[src/rtl/core/dq_pkg.sv]
// shared types and codes for the double-ended queue
package dq_pkg;

  localparam int unsigned WordW  = 32;
  localparam int unsigned CountW = 5;

  typedef logic signed [WordW-1:0] word_t;

  typedef enum logic [1:0] {
    REQ_PUSH_FRONT = 2'd0,
    REQ_PUSH_REAR  = 2'd1,
    REQ_POP_FRONT  = 2'd2,
    REQ_POP_REAR   = 2'd3
  } req_e;

  typedef enum logic [1:0] {
    ST_OK        = 2'd0,
    ST_UNDERFLOW = 2'd1,
    ST_OVERFLOW  = 2'd2
  } status_e;

  // per-cycle command broadcast to every cell
  typedef struct packed {
    logic f_ins;  // front-ordered lane: shift toward the tail, insert at cell 0
    logic f_shl;  // front-ordered lane: shift toward cell 0
    logic f_wr;   // front-ordered lane: write at the cell indexed by the count
    logic r_ins;  // rear-ordered lane: shift toward the tail, insert at cell 0
    logic r_shl;  // rear-ordered lane: shift toward cell 0
    logic r_wr;   // rear-ordered lane: write at the cell indexed by the count
  } cell_ctl_t;

endpackage

[src/rtl/core/dq_cell.sv]
// one storage cell of the deque chain, holding a front-ordered and a rear-ordered word
module dq_cell #(
  parameter int unsigned CNT_W = 5,
  parameter int unsigned IDX   = 0
) (
  input  logic               clk_i,
  input  dq_pkg::cell_ctl_t  ctl_i,
  input  logic [CNT_W-1:0]   count_i,
  input  dq_pkg::word_t      value_i,
  input  dq_pkg::word_t      f_prev_i,
  input  dq_pkg::word_t      f_next_i,
  input  dq_pkg::word_t      r_prev_i,
  input  dq_pkg::word_t      r_next_i,
  output dq_pkg::word_t      f_o,
  output dq_pkg::word_t      r_o
);

  localparam logic [CNT_W-1:0] IdxC = CNT_W'(IDX);

  dq_pkg::word_t f_q, f_d;
  dq_pkg::word_t r_q, r_d;
  logic          hit;

  assign hit = (count_i == IdxC);

  always_comb begin
    f_d = f_q;
    if (ctl_i.f_ins) begin
      f_d = f_prev_i;
    end else if (ctl_i.f_shl) begin
      f_d = f_next_i;
    end else if (ctl_i.f_wr && hit) begin
      f_d = value_i;
    end
  end

  always_comb begin
    r_d = r_q;
    if (ctl_i.r_ins) begin
      r_d = r_prev_i;
    end else if (ctl_i.r_shl) begin
      r_d = r_next_i;
    end else if (ctl_i.r_wr && hit) begin
      r_d = value_i;
    end
  end

  always_ff @(posedge clk_i) begin
    f_q <= f_d;
    r_q <= r_d;
  end

  assign f_o = f_q;
  assign r_o = r_q;

endmodule

[src/rtl/core/double_ended_queue.sv]
// double-ended queue of signed words built as a chain of shifting cells
//
// one request channel (in_valid_i / in_stall_o) carries req_type_i and value_i;
// one result channel (out_valid_o / out_stall_i) returns front and rear words,
// the empty flag, the entry count and a status for every request.
// the words sit in two lanes of DEPTH cells: one ordered from the front, one
// ordered from the rear, so both ends are always read at cell 0. a push shifts
// one lane by a cell and writes the other lane at the cell that the count
// selects; a pop shifts only the lane of its own end toward cell 0.
// the result appears in the cycle after its request is accepted; one request is
// taken every cycle while the result side does not stall.
// the result is read straight from the cell state and a status register, which
// only change when a new request is accepted, so a stalled result holds and the
// block stalls requests until it is taken (a result taken in the same cycle
// frees the way for the next request).
// reset clears the count, the status and the result valid; cell contents are
// left as they are and are never shown before being written.
// a pop when empty returns underflow, a push when full returns overflow, and
// neither changes the queue.
module double_ended_queue #(
  parameter int unsigned DEPTH = 16
) (
  input  logic                        clk_i,
  input  logic                        rst_ni,
  input  logic                        in_valid_i,
  output logic                        in_stall_o,
  input  logic [1:0]                  req_type_i,
  input  logic signed [31:0]          value_i,
  output logic                        out_valid_o,
  input  logic                        out_stall_i,
  output logic signed [31:0]          front_value_o,
  output logic signed [31:0]          rear_value_o,
  output logic                        is_empty_o,
  output logic [dq_pkg::CountW-1:0]   entry_count_o,
  output logic [1:0]                  status_o
);

  localparam int unsigned CNT_W = $clog2(DEPTH + 1);
  localparam logic [CNT_W-1:0] FullC = CNT_W'(DEPTH);

  logic              out_valid_q, out_valid_d;
  logic [CNT_W-1:0]  count_q, count_d;
  dq_pkg::status_e   status_q, status_d;
  dq_pkg::cell_ctl_t ctl;
  logic              accept;
  logic              full, empty;
  dq_pkg::req_e      req;
  dq_pkg::word_t     f_w [DEPTH];
  dq_pkg::word_t     r_w [DEPTH];
  logic [CNT_W+dq_pkg::CountW-1:0] count_ext;

  assign in_stall_o = out_valid_q && out_stall_i;
  assign accept     = in_valid_i && !in_stall_o;
  assign full       = (count_q == FullC);
  assign empty      = (count_q == '0);
  assign req        = dq_pkg::req_e'(req_type_i);

  always_comb begin
    ctl      = '0;
    count_d  = count_q;
    status_d = status_q;
    if (accept) begin
      status_d = dq_pkg::ST_OK;
      case (req)
        dq_pkg::REQ_PUSH_FRONT: begin
          if (full) begin
            status_d = dq_pkg::ST_OVERFLOW;
          end else begin
            ctl.f_ins = 1'b1;
            ctl.r_wr  = 1'b1;
            count_d   = count_q + 1'b1;
          end
        end
        dq_pkg::REQ_PUSH_REAR: begin
          if (full) begin
            status_d = dq_pkg::ST_OVERFLOW;
          end else begin
            ctl.r_ins = 1'b1;
            ctl.f_wr  = 1'b1;
            count_d   = count_q + 1'b1;
          end
        end
        dq_pkg::REQ_POP_FRONT: begin
          if (empty) begin
            status_d = dq_pkg::ST_UNDERFLOW;
          end else begin
            ctl.f_shl = 1'b1;
            count_d   = count_q - 1'b1;
          end
        end
        dq_pkg::REQ_POP_REAR: begin
          if (empty) begin
            status_d = dq_pkg::ST_UNDERFLOW;
          end else begin
            ctl.r_shl = 1'b1;
            count_d   = count_q - 1'b1;
          end
        end
        default: begin
          status_d = dq_pkg::ST_OK;
        end
      endcase
    end
  end

  always_comb begin
    out_valid_d = out_valid_q;
    if (accept) begin
      out_valid_d = 1'b1;
    end else if (!out_stall_i) begin
      out_valid_d = 1'b0;
    end
  end

  always_ff @(posedge clk_i or negedge rst_ni) begin
    if (!rst_ni) begin
      out_valid_q <= 1'b0;
      count_q     <= '0;
      status_q    <= dq_pkg::ST_OK;
    end else begin
      out_valid_q <= out_valid_d;
      count_q     <= count_d;
      status_q    <= status_d;
    end
  end

  for (genvar i = 0; i < DEPTH; i++) begin : g_cell
    dq_pkg::word_t f_prev, f_next, r_prev, r_next;

    if (i == 0) begin : g_head
      assign f_prev = value_i;
      assign r_prev = value_i;
    end else begin : g_body
      assign f_prev = f_w[i-1];
      assign r_prev = r_w[i-1];
    end

    if (i == DEPTH - 1) begin : g_tail
      assign f_next = '0;
      assign r_next = '0;
    end else begin : g_link
      assign f_next = f_w[i+1];
      assign r_next = r_w[i+1];
    end

    dq_cell #(
      .CNT_W (CNT_W),
      .IDX   (i)
    ) u_cell (
      .clk_i    (clk_i),
      .ctl_i    (ctl),
      .count_i  (count_q),
      .value_i  (value_i),
      .f_prev_i (f_prev),
      .f_next_i (f_next),
      .r_prev_i (r_prev),
      .r_next_i (r_next),
      .f_o      (f_w[i]),
      .r_o      (r_w[i])
    );
  end

  assign count_ext     = {{dq_pkg::CountW{1'b0}}, count_q};
  assign out_valid_o   = out_valid_q;
  assign front_value_o = empty ? '0 : f_w[0];
  assign rear_value_o  = empty ? '0 : r_w[0];
  assign is_empty_o    = empty;
  assign entry_count_o = count_ext[dq_pkg::CountW-1:0];
  assign status_o      = status_q;

  a_count_bound: assert property (@(posedge clk_i) disable iff (!rst_ni)
    count_q <= FullC)
    else $error("entry count above depth");

  a_overflow_full: assert property (@(posedge clk_i) disable iff (!rst_ni)
    out_valid_q && (status_q == dq_pkg::ST_OVERFLOW) |-> full)
    else $error("overflow reported while not full");

  a_underflow_empty: assert property (@(posedge clk_i) disable iff (!rst_ni)
    out_valid_q && (status_q == dq_pkg::ST_UNDERFLOW) |-> empty)
    else $error("underflow reported while not empty");

  a_push_count: assert property (@(posedge clk_i) disable iff (!rst_ni)
    accept && !full && ((req == dq_pkg::REQ_PUSH_FRONT) || (req == dq_pkg::REQ_PUSH_REAR))
    |=> count_q == $past(count_q) + 1'b1)
    else $error("push did not raise the count");

  a_hold_when_stalled: assert property (@(posedge clk_i) disable iff (!rst_ni)
    in_stall_o |=> $stable(count_q) && $stable(status_q))
    else $error("state changed while the result was stalled");

endmodule

[config.mk]
export PLATFORM = sky130hd
export DESIGN_NAME = double_ended_queue
export DESIGN_NICKNAME = d
export VERILOG_FILES = /design/src/rtl/core/dq_pkg.sv /design/src/rtl/core/dq_cell.sv /design/src/rtl/core/double_ended_queue.sv
export SDC_FILE = /design/constraint.sdc
export NUM_CORES = 1
export LEC_CHECK = 0
export CAP_MARGIN = 5
export CORE_AREA = 2 2 362 364
export DETAILED_ROUTE_END_ITERATION = 10
export DIE_AREA = 0 0 364 366
export DONT_BUFFER_PORTS = 1
export SYNTH_ARGS = -nofsm -noshare
export SYNTH_HDL_FRONTEND = slang
export SYNTH_SLANG_ARGS = --single-unit
[constraint.sdc]
create_clock -name clk_i -period 5.5 [get_ports clk_i]
set_input_delay 0.825 -clock clk_i [delete_from_list [all_inputs] [get_ports clk_i]]
set_output_delay 0.825 -clock clk_i [all_outputs]
set_load 0.02 [all_outputs]
After elaboration in Yosys (flattened, before gate mapping):

Cells that the tools add are included.

* output and inout bits: 74
* input port bits: 38
* flip-flop bits (word level): 1032
* word-level logic and storage cells: 245

* add/subtract/negate cells: 2
* reductions and logical operators: 72
* muxes and demuxes: 114
* equality and inequality tests: 22

Operators by type and width (count)
* $mux W32: 98
* $reduce_bool A3 Y1: 32
* $eq A5 B4 Y1 const B: 8
* $logic_and A1 B1 Y1: 34
* $eq A5 B3 Y1 const B: 4
* $eq A5 B2 Y1 const B: 2
* $mux W5: 2
* $pmux W5 S2: 1
* $mux W1: 8
* $mux W2: 3
* $mux W6: 1
* $add A5 B1 Y5 const B: 1
* $eq A5 B1 Y1 const B: 1
* $eq A5 B5 Y1 const B: 1
* $logic_not A5 Y1: 1
* $sub A5 B1 Y5 const B: 1
* $eq A2 B2 Y1 const B: 2
* $ne A2 B2 Y1 const B: 2
* $pmux W2 S2: 1
* $reduce_or A2 Y1: 2
* $reduce_and A3 Y1: 1
* $eq A2 B1 Y1 const B: 1
* $logic_not A2 Y1: 1
* $ne A2 B1 Y1 const B: 1
* $logic_not A1 Y1: 1

Depth between registers and ports, before layout:

Gate-level depths: netlist of run 1.

* depth after elaboration: 8
* gate-level depth with buffers: 10

Modules after synthesis:

Synthesis of run 1 repeated with hierarchy kept, for this count alone.

* cells, all modules: 4662
* area total of the unflattened synthesis: 54946.4 um^2

Modules (own cells, without submodules)
* dq_cell at g_cell[11].u_cell ...: cells an instance 285, sequential area each 1921.8 um^2, area each 3372.0 um^2, instances 4
* dq_cell at g_cell[1].u_cell ...: cells an instance 282, sequential area each 1921.8 um^2, area each 3372.0 um^2, instances 4
* dq_cell at g_cell[10].u_cell ...: cells an instance 282, sequential area each 1921.8 um^2, area each 3369.5 um^2, instances 4
* dq_cell at g_cell[12].u_cell: cells an instance 284, sequential area each 1921.8 um^2, area each 3373.2 um^2, instances 1
* dq_cell at g_cell[3].u_cell: cells an instance 282, sequential area each 1921.8 um^2, area each 3370.7 um^2, instances 1
* dq_cell at g_cell[15].u_cell: cells an instance 285, sequential area each 1921.8 um^2, area each 3369.5 um^2, instances 1
* dq_cell at g_cell[0].u_cell: cells an instance 282, sequential area each 1921.8 um^2, area each 3363.2 um^2, instances 1
* double_ended_queue: cells an instance 133, sequential area each 200.2 um^2, area each 1016.0 um^2, instances 1

Least setup slack after synthesis of run 1:

No wires, ideal clock.

* path kind: input to register
* from: in req_type_i[1]
* to: reg g_cell[12].u_cell.f_q[0], enable pin
* path buffers: 1
* stages: 4
* library setup time: 0.470 ns
* setup slack: 1.140 ns
* arrival: 3.890 ns
* path through: buf_2 > nor2_1 > nand4_1 > a211oi_1

* longest elaborated chain between the ends: 5
* elaborated cells on any way between the ends: 9
* classes of those cells: eq/ne: 2; mux: 4; reduce/logical: 3

RTL lines
* start, declared: line double_ended_queue.sv:27 `input logic [1:0] req_type_i,`
* $eq A2 B1 Y1: line double_ended_queue.sv:64 `case (req)`
* $mux W2: line double_ended_queue.sv:64
* $mux W6 (*): line double_ended_queue.sv:62 `if (accept) begin`
* $logic_and A1 B1 Y1: line dq_cell.sv:32 `end else if (ctl_i.f_wr && hit) begin`
* $reduce_bool A3 Y1 (no line) (*)
* end signal, assigned: line dq_cell.sv:49 `f_q <= f_d;`
* end, declared: line dq_cell.sv:20 `dq_pkg::word_t f_q, f_d;`

Mark *: on every way between the ends. The rest lies on a longest branch, timed or not.
A chain may end at the register's enable or synchronous reset.

Worst setup path in the final report of run 1:

* from: reg count_q[1], in the netlist entry_count_o[1]
* to: out rear_value_o[27]

* longest elaborated chain between the ends: 2

RTL lines
* start, declared: line double_ended_queue.sv:42 `logic [CNT_W-1:0] count_q, count_d;`
* start signal, assigned: line double_ended_queue.sv:122 `count_q <= count_d;`
* $logic_not A5 Y1: line double_ended_queue.sv:55 `assign empty = (count_q == '0);`
* $mux W32: line double_ended_queue.sv:166 `assign rear_value_o = empty ? '0 : r_w[0];`
* end, declared: line double_ended_queue.sv:32 `output logic signed [31:0] rear_value_o,`

No other way between the ends.

==> results of run 1 <==
==> power by group through the flow <==
stage	registers [mW]	clock network [mW]	logic, mW
2_1_floorplan	10.0	0	1.74
3_3_place_gp	10.2	0	2.33
3_5_place_dp	10.2	0	2.39
4_1_cts	10.0	7.24	2.39
5_1_grt	10.1	7.52	2.59
6_report	10.0	7.09	2.37
==> layer usage <==
| layer | share of wire | up-vias | track usage |
|---|---|---|---|
| li1 | - | 12341 | - |
| met1 | 0.46 | 14302 | 0.239 |
| met2 | 0.45 | 1032 | 0.238 |
| met3 | 0.074 | 120 | 0.0284 |
| met4 | 0.016 | 6 | 0.0355 |
| met5 | 0.00036 | - | 0 |
==> stage by stage <==
stage                     utilization  total power [mW]  hold slack (ps)  worst slack, ps  instance area [µm²]
after floorplan                     -              11.7              516             1140                44900
after global placement          0.360              12.5              519             1770                46400
after detailed placement        0.360              12.6              530             1730                46400
after CTS                       0.386              19.6              231             1460                49700
after global routing            0.386              20.2              244             1320                49700
final                           0.386              19.5              272             1510                49700
==> cell families (layout without fill, tap and decap cells) <==
group	Yosys count	count (layout)	share of synthesized area
other cells	0	1	0
xor+xnor	4	4	0.000947
buf+inv	344	261	0.0378
compound gates	977	977	0.188
flops	1032	1032	0.689
fa+ha+maj	6	6	0.00167
simple gates	697	697	0.0662
mux	65	65	0.0163
==> flip-flops by register name, indices dropped and copies added (netlist names) <==
signal and flops:
g_cell.u_cell.r_o 512, g_cell.u_cell.f_o 512, status_o 2, entry_count_o 5
out_valid_o 1
==> what timing repair did <==
| item | in CTS | in global routing |
|---|---|---|
| endpoints found under the hold margin | 8 | 0 |
| hold buffers | 1 | 0 |
| resized for setup | 0 | 0 |
==> Yosys cell counts, drive strengths merged (2+ instances only) <==
| master | instances |
|---|---|
| inv | 5 |
| a21o | 33 |
| a22oi | 435 |
| mux2 | 65 |
| o211ai | 2 |
| nor3 | 8 |
| and3 | 2 |
| nand2 | 542 |
| nor2 | 14 |
| a21oi | 31 |
| xnor2 | 2 |
| buf | 233 |
| nor4b | 2 |
| nand4 | 4 |
| nor2b | 71 |
| a221o | 462 |
| edfxtp | 1024 |
| nor4 | 2 |
| a31oi | 3 |
| or2 | 2 |
| xor2 | 2 |
| a2111oi | 2 |
| dfrtp | 8 |
| o21ai | 3 |
| clkbuf | 106 |
| ha | 6 |
| and2 | 34 |
| nand3 | 14 |
==> worst max path at each step <==
stage	end	slack [ps]	depth (start not counted)
final	rear_value_o[27]	1510	5
after global placement	g_cell[10].u_cell.f_o[12]	1770	6
after CTS	rear_value_o[28]	1460	5
after detailed placement	g_cell[11].u_cell.f_o[17]	1730	6
after global routing	rear_value_o[28]	1320	5
after floorplan	g_cell[12].u_cell.f_o[0]	1140	4
==> layout by cell type, fill, tap and decap left out, drive strengths merged, types with 2 or more instances in the layout <==
cell type     n
clkinvlp      3
a21oi        31
a22oi       435
or2           2
nor4          2
ha            6
and3          2
xor2          2
clkinv       47
a2111oi       2
a31oi         3
nor3          8
nor2b        71
bufinv       12
nand2       542
clkbuf      124
xnor2         2
and2         34
mux2         65
nand4         4
nor2         14
dfrtp         8
edfxtp     1024
o21ai         3
nor4b         2
a221o       462
a21o         33
nand3        14
inv           9
buf          65
o211ai        2
==> worst register-to-register path, delay by kind of cell, from the launching register on <==
kind,cells,cell delay (ps)
AOI/OAI and AO/OA,2,1220
and+or+nand+nor,1,260
adders and majority gates,1,300
buffers and inverters,3,1270
DFF,1,590
==> layout make-up <==
type | instances | area [µm²] | share of cell area
antenna | 1 | 2.50 | 0.0000503
clock buffer | 124 | 2680 | 0.0538
clock inverter | 66 | 676 | 0.0136
inverter | 5 | 18.8 | 0.000377
multi-input combinational | 1749 | 12600 | 0.253
sequential | 1032 | 30900 | 0.622
tap | 1742 | 2180 | 0.0438
timing repair buffer | 66 | 648 | 0.0130
==> results.json, run 1 <==
{
  "power.leakage_nw": 16.7,
  "postRouteAntennaNets": 0,
  "critPathKind": "flop to output port",
  "cap_viol_max_count": 0,
  "arrival_ps": 3170,
  "area_growth_pct": 10.7,
  "grt_pass1_wl_um": 167000,
  "ys_seq_elements": 1032,
  "synth_top_area_share": 0.684,
  "path_cells": "inv_1 > ha_1 > nor4b_4 > buf_4 > nor2b_1",
  "route.vias.total": 27801,
  "timing.rr.end": "g_cell[3].u_cell.r_o[19]",
  "hold_depth": 1,
  "grt_overflow": 0,
  "rsz0062_at_grt": "no",
  "antenna_found_initial": 9,
  "grt_usage": 0.159,
  "report.final.slew_viol_count": 0,
  "cts_setup_buffers": 0,
  "yosys_most_used_dff": "edfxtp_1",
  "wl_per_cell_um": 23.0,
  "tightest_slew_ps": 1120,
  "root_buffer": "clkbuf_16",
  "reg2reg_from": "entry_count_o[0]",
  "insertion_delay_ps": 680,
  "cp.required_ps": 4680,
  "ir_drop_mv": 0.258,
  "routed_via_density": 5.81,
  "die_y_um": 366,
  "fin_worst_skew_ps": 23.9,
  "slew_headroom": 0.254,
  "comb_power_share": 0.122,
  "initialDrtViolationCount": 3360,
  "r2r_cells": 7,
  "status": "complete, no violations",
  "start_kind": "flop",
  "htreeDepth": 3,
  "gp_congestion": 0.774,
  "drt-total-wl_um": 110000,
  "crit_slowest_cell": "buf_4",
  "p_switching_mw": 5.14,
  "fin_setup_tns_ps": 0,
  "tritoncts": "done",
  "cp-end-kind": "output port",
  "cts_num_sinks": 1032,
  "critical-path-top-delay-family": "buffers and inverters",
  "cp_num_buf_inv": 2,
  "power.density_nw_per_um2": 391,
  "final_nets": 3001,
  "layout_min_cycle_time_ps": 3990,
  "die-area_um2": 133000,
  "portBuffers": 0,
  "ff2ff_setup_slack_ps": 1730,
  "setup.worst_path.start": "entry_count_o[1]",
  "yosys_warnings": 0,
  "synth_area_leaders": "edfxtp_1, a221o_1, a22oi_1, nand2_1, buf_2",
  "netlist_area_um2": 44900,
  "ys_types": 45,
  "slowest_delay_ps": 710,
  "worstHoldStart": "req_type_i[1]",
  "p_seq_frac": 0.514,
  "p_clk_frac": 0.364,
  "synth_edf_count": 1024,
  "hold_end": "status_o[1]",
  "dp_hpwl_um": 62900,
  "netlist_instances": 3125,
  "nFillCells": 11947,
  "synth_area_leader_cell": "edfxtp_1",
  "num_rows": 132,
  "setup_viol": 0,
  "cts_buffer_depth": 3,
  "cell_internal_pwr_mw": 14.3,
  "post-route-period-util": 0.726,
  "syn_avg_cell_area_um2": 14.4,
  "grt_max_degree": 255,
  "ys_seq_area_frac": 0.689,
  "die_w_um": 364,
  "core_um2": 129000,
  "swShare": 0.264,
  "hold_class": "input port to flop",
  "grt_pass1_vias": 26459,
  "drt_first_pass_iters": 6,
  "crit_fanout": 51,
  "path_clk_slew_ps": 60,
  "initial_core_util": 0.348,
  "max_clock_freq_mhz": 251,
  "hold_viol": 0,
  "syn_nets": 3169,
  "cts_made_buffers": 103,
  "synthArstFlopShare": 0.00775,
  "io-pin-count": 112,
  "final_cells": 4785,
  "dpl.cell_count": 4593,
  "drive_gt1_frac": 0.106,
  "drc": 0
}
(Power assumes the default switching activity.)
==> run 2: changes to the inputs <==
==> constraint.sdc (replaced) <==
create_clock -name clk_i -period 4.1 [get_ports clk_i]
set_input_delay 0.615 -clock clk_i [delete_from_list [all_inputs] [get_ports clk_i]]
set_output_delay 0.615 -clock clk_i [all_outputs]
set_load 0.02 [all_outputs]
==> run 2 against run 1 <==
Against the previous run: global-route usage is 0.26 points higher; via count is 0.29% higher; final cell count is 0.48% higher; combinational power is 37% higher; register-to-register slack worse by 960 ps; worst setup slack worse by 1300 ps; core utilization is 0.28 points higher; sequential cell count stayed put; highest routed layer is now met4.
==> results.json, run 2 (synthesis results as in run 1) <==
{
  "cts_num_sinks": 1032,
  "cp-end-kind": "output port",
  "cp.required_ps": 3480,
  "hold_depth": 1,
  "cap_viol_max_count": 0,
  "finish.utilization": 0.388,
  "portBuffers": 0,
  "cp_num_buf_inv": 2,
  "htreeDepth": 3,
  "placed_area_um2": 46700,
  "antenna_found_initial": 2,
  "drc": 0,
  "arrival_ps": 3250,
  "fin_worst_skew_ps": 38.7,
  "hold_viol": 0,
  "gp_congestion": 0.776,
  "postRouteAntennaNets": 0,
  "wl_per_cell_um": 23.1,
  "drt-total-wl_um": 111000,
  "grt_overflow": 0,
  "power.density_nw_per_um2": 521,
  "r2r_cells": 8,
  "routed_via_density": 5.80,
  "dpl.cell_count": 4611,
  "status": "complete, no violations",
  "cts_buffer_depth": 3,
  "ir_drop_mv": 0.341,
  "path_cells": "inv_1 > ha_1 > nor4b_4 > buf_4 > nor2b_1",
  "postLayoutCellArea_um2": 50100,
  "final_nets": 3018,
  "layout_common_cells": "edfxtp_1, nand2_1, a221o_1, a22oi_1, clkbuf_16",
  "route.vias.total": 27882,
  "insertion_delay_ps": 700,
  "layout_min_cycle_time_ps": 3860,
  "grt_usage": 0.162,
  "grt_pass1_vias": 26707,
  "initial_core_util": 0.348,
  "die_y_um": 366,
  "post-route-period-util": 0.942,
  "cts_made_buffers": 102,
  "drt_first_pass_iters": 6,
  "tritoncts": "done",
  "setup_viol": 0,
  "grt_max_degree": 159,
  "max_clock_freq_mhz": 259,
  "critical-path-top-delay-family": "simple AND/OR/NAND/NOR gates",
  "start_kind": "flop",
  "die_w_um": 364,
  "layout_commonest_cell": "edfxtp_1",
  "rsz0062_at_grt": "no",
  "final_cells": 4808,
  "io-pin-count": 112,
  "initialDrtViolationCount": 3470,
  "num_rows": 132,
  "root_buffer": "clkbuf_16",
  "tightest_slew_ps": 870,
  "critPathKind": "flop to output port",
  "hold_class": "input port to flop",
  "report.final.slew_viol_count": 0,
  "drive_gt1_frac": 0.112,
  "die-area_um2": 133000,
  "crit_fanout": 33,
  "crit_slowest_cell": "nor4b_4",
  "ff2ff_setup_slack_ps": 770,
  "core_um2": 129000,
  "cts_setup_buffers": 0,
  "area_growth_pct": 11.5,
  "slowest_delay_ps": 740,
  "grt_pass1_wl_um": 169000,
  "slew_headroom": 0.417,
  "cp.depth": 5,
  "path_clk_slew_ps": 60,
  "dp_hpwl_um": 64100,
  "power.leakage_nw": 16.8
}
[run 2: cell types whose count changed in the layout (fill, tap and decap cells not counted), moves of 2 or more]
cell        previous run  this run
clkinvlp_4             3         6
clkbuf_1              20        18
buf_12                12        30
diode_2                1         5
inv_16                 3         0
clkinv_8               1         3
inv_6                  1         3
clkinv_4               2         4
[run 2: worst paths after layout]
check                                                 end                       from
worst max-delay path                    front_value_o[22]           entry_count_o[1]
worst min-delay path                          out_valid_o                 in_valid_i
worst max register to register  g_cell[14].u_cell.f_o[31]           entry_count_o[1]
worst min register to register  g_cell[14].u_cell.f_o[25]  g_cell[15].u_cell.f_o[25]
max in group asynchronous                entry_count_o[2]                     rst_ni
min in group asynchronous                entry_count_o[1]                     rst_ni
[run 2: area by class of cell]
type | instances | area [µm²]
flip-flops and latches | 1032 | 30900
multi-input cells | 1749 | 12600
repair buffers | 84 | 1010
fillers | 11982 | 78900
inverters | 5 | 18.8
well taps | 1742 | 2180
clock buffers | 121 | 2650
clock inverters | 70 | 697
diodes | 5 | 12.5
[run 2: repair_timing]
item,CTS,global route
gates resized for setup,0,0
endpoints found under the setup margin,0,0
hold buffers,1,0
hold endpoints to repair,8,0
[run 2: metrics by stage]
stage | total power [mW] | setup slack (ps) | hold WS [ps] | TNS, ps
floorplan | 15.8 | -35.6 | 319 | -4550
global placement | 16.8 | 748 | 320 | 0
detailed placement | 16.9 | 782 | 320 | 0
CTS | 26.4 | 209 | 17.1 | 0
global route | 27.1 | 91.6 | 47.3 | 0
finish | 26.1 | 240 | 62.3 | 0
[run 2: power by group]
part	switching (mW)	leakage [nW]	internal, mW	total [mW]
Combinational	2.22	5.63	1.02	3.24
Sequential	0.598	9.59	12.8	13.4
Clock	4.13	1.62	5.33	9.45
[run 2: layer usage]
| layer | track usage | share of wire | vias to the layer above |
|---|---|---|---|
| met5 | 0 | 0 | - |
| met4 | 0.0455 | 0.020 | 0 |
| met3 | 0.0326 | 0.074 | 121 |
| met2 | 0.238 | 0.44 | 1010 |
| met1 | 0.240 | 0.46 | 14368 |
| li1 | - | - | 12383 |
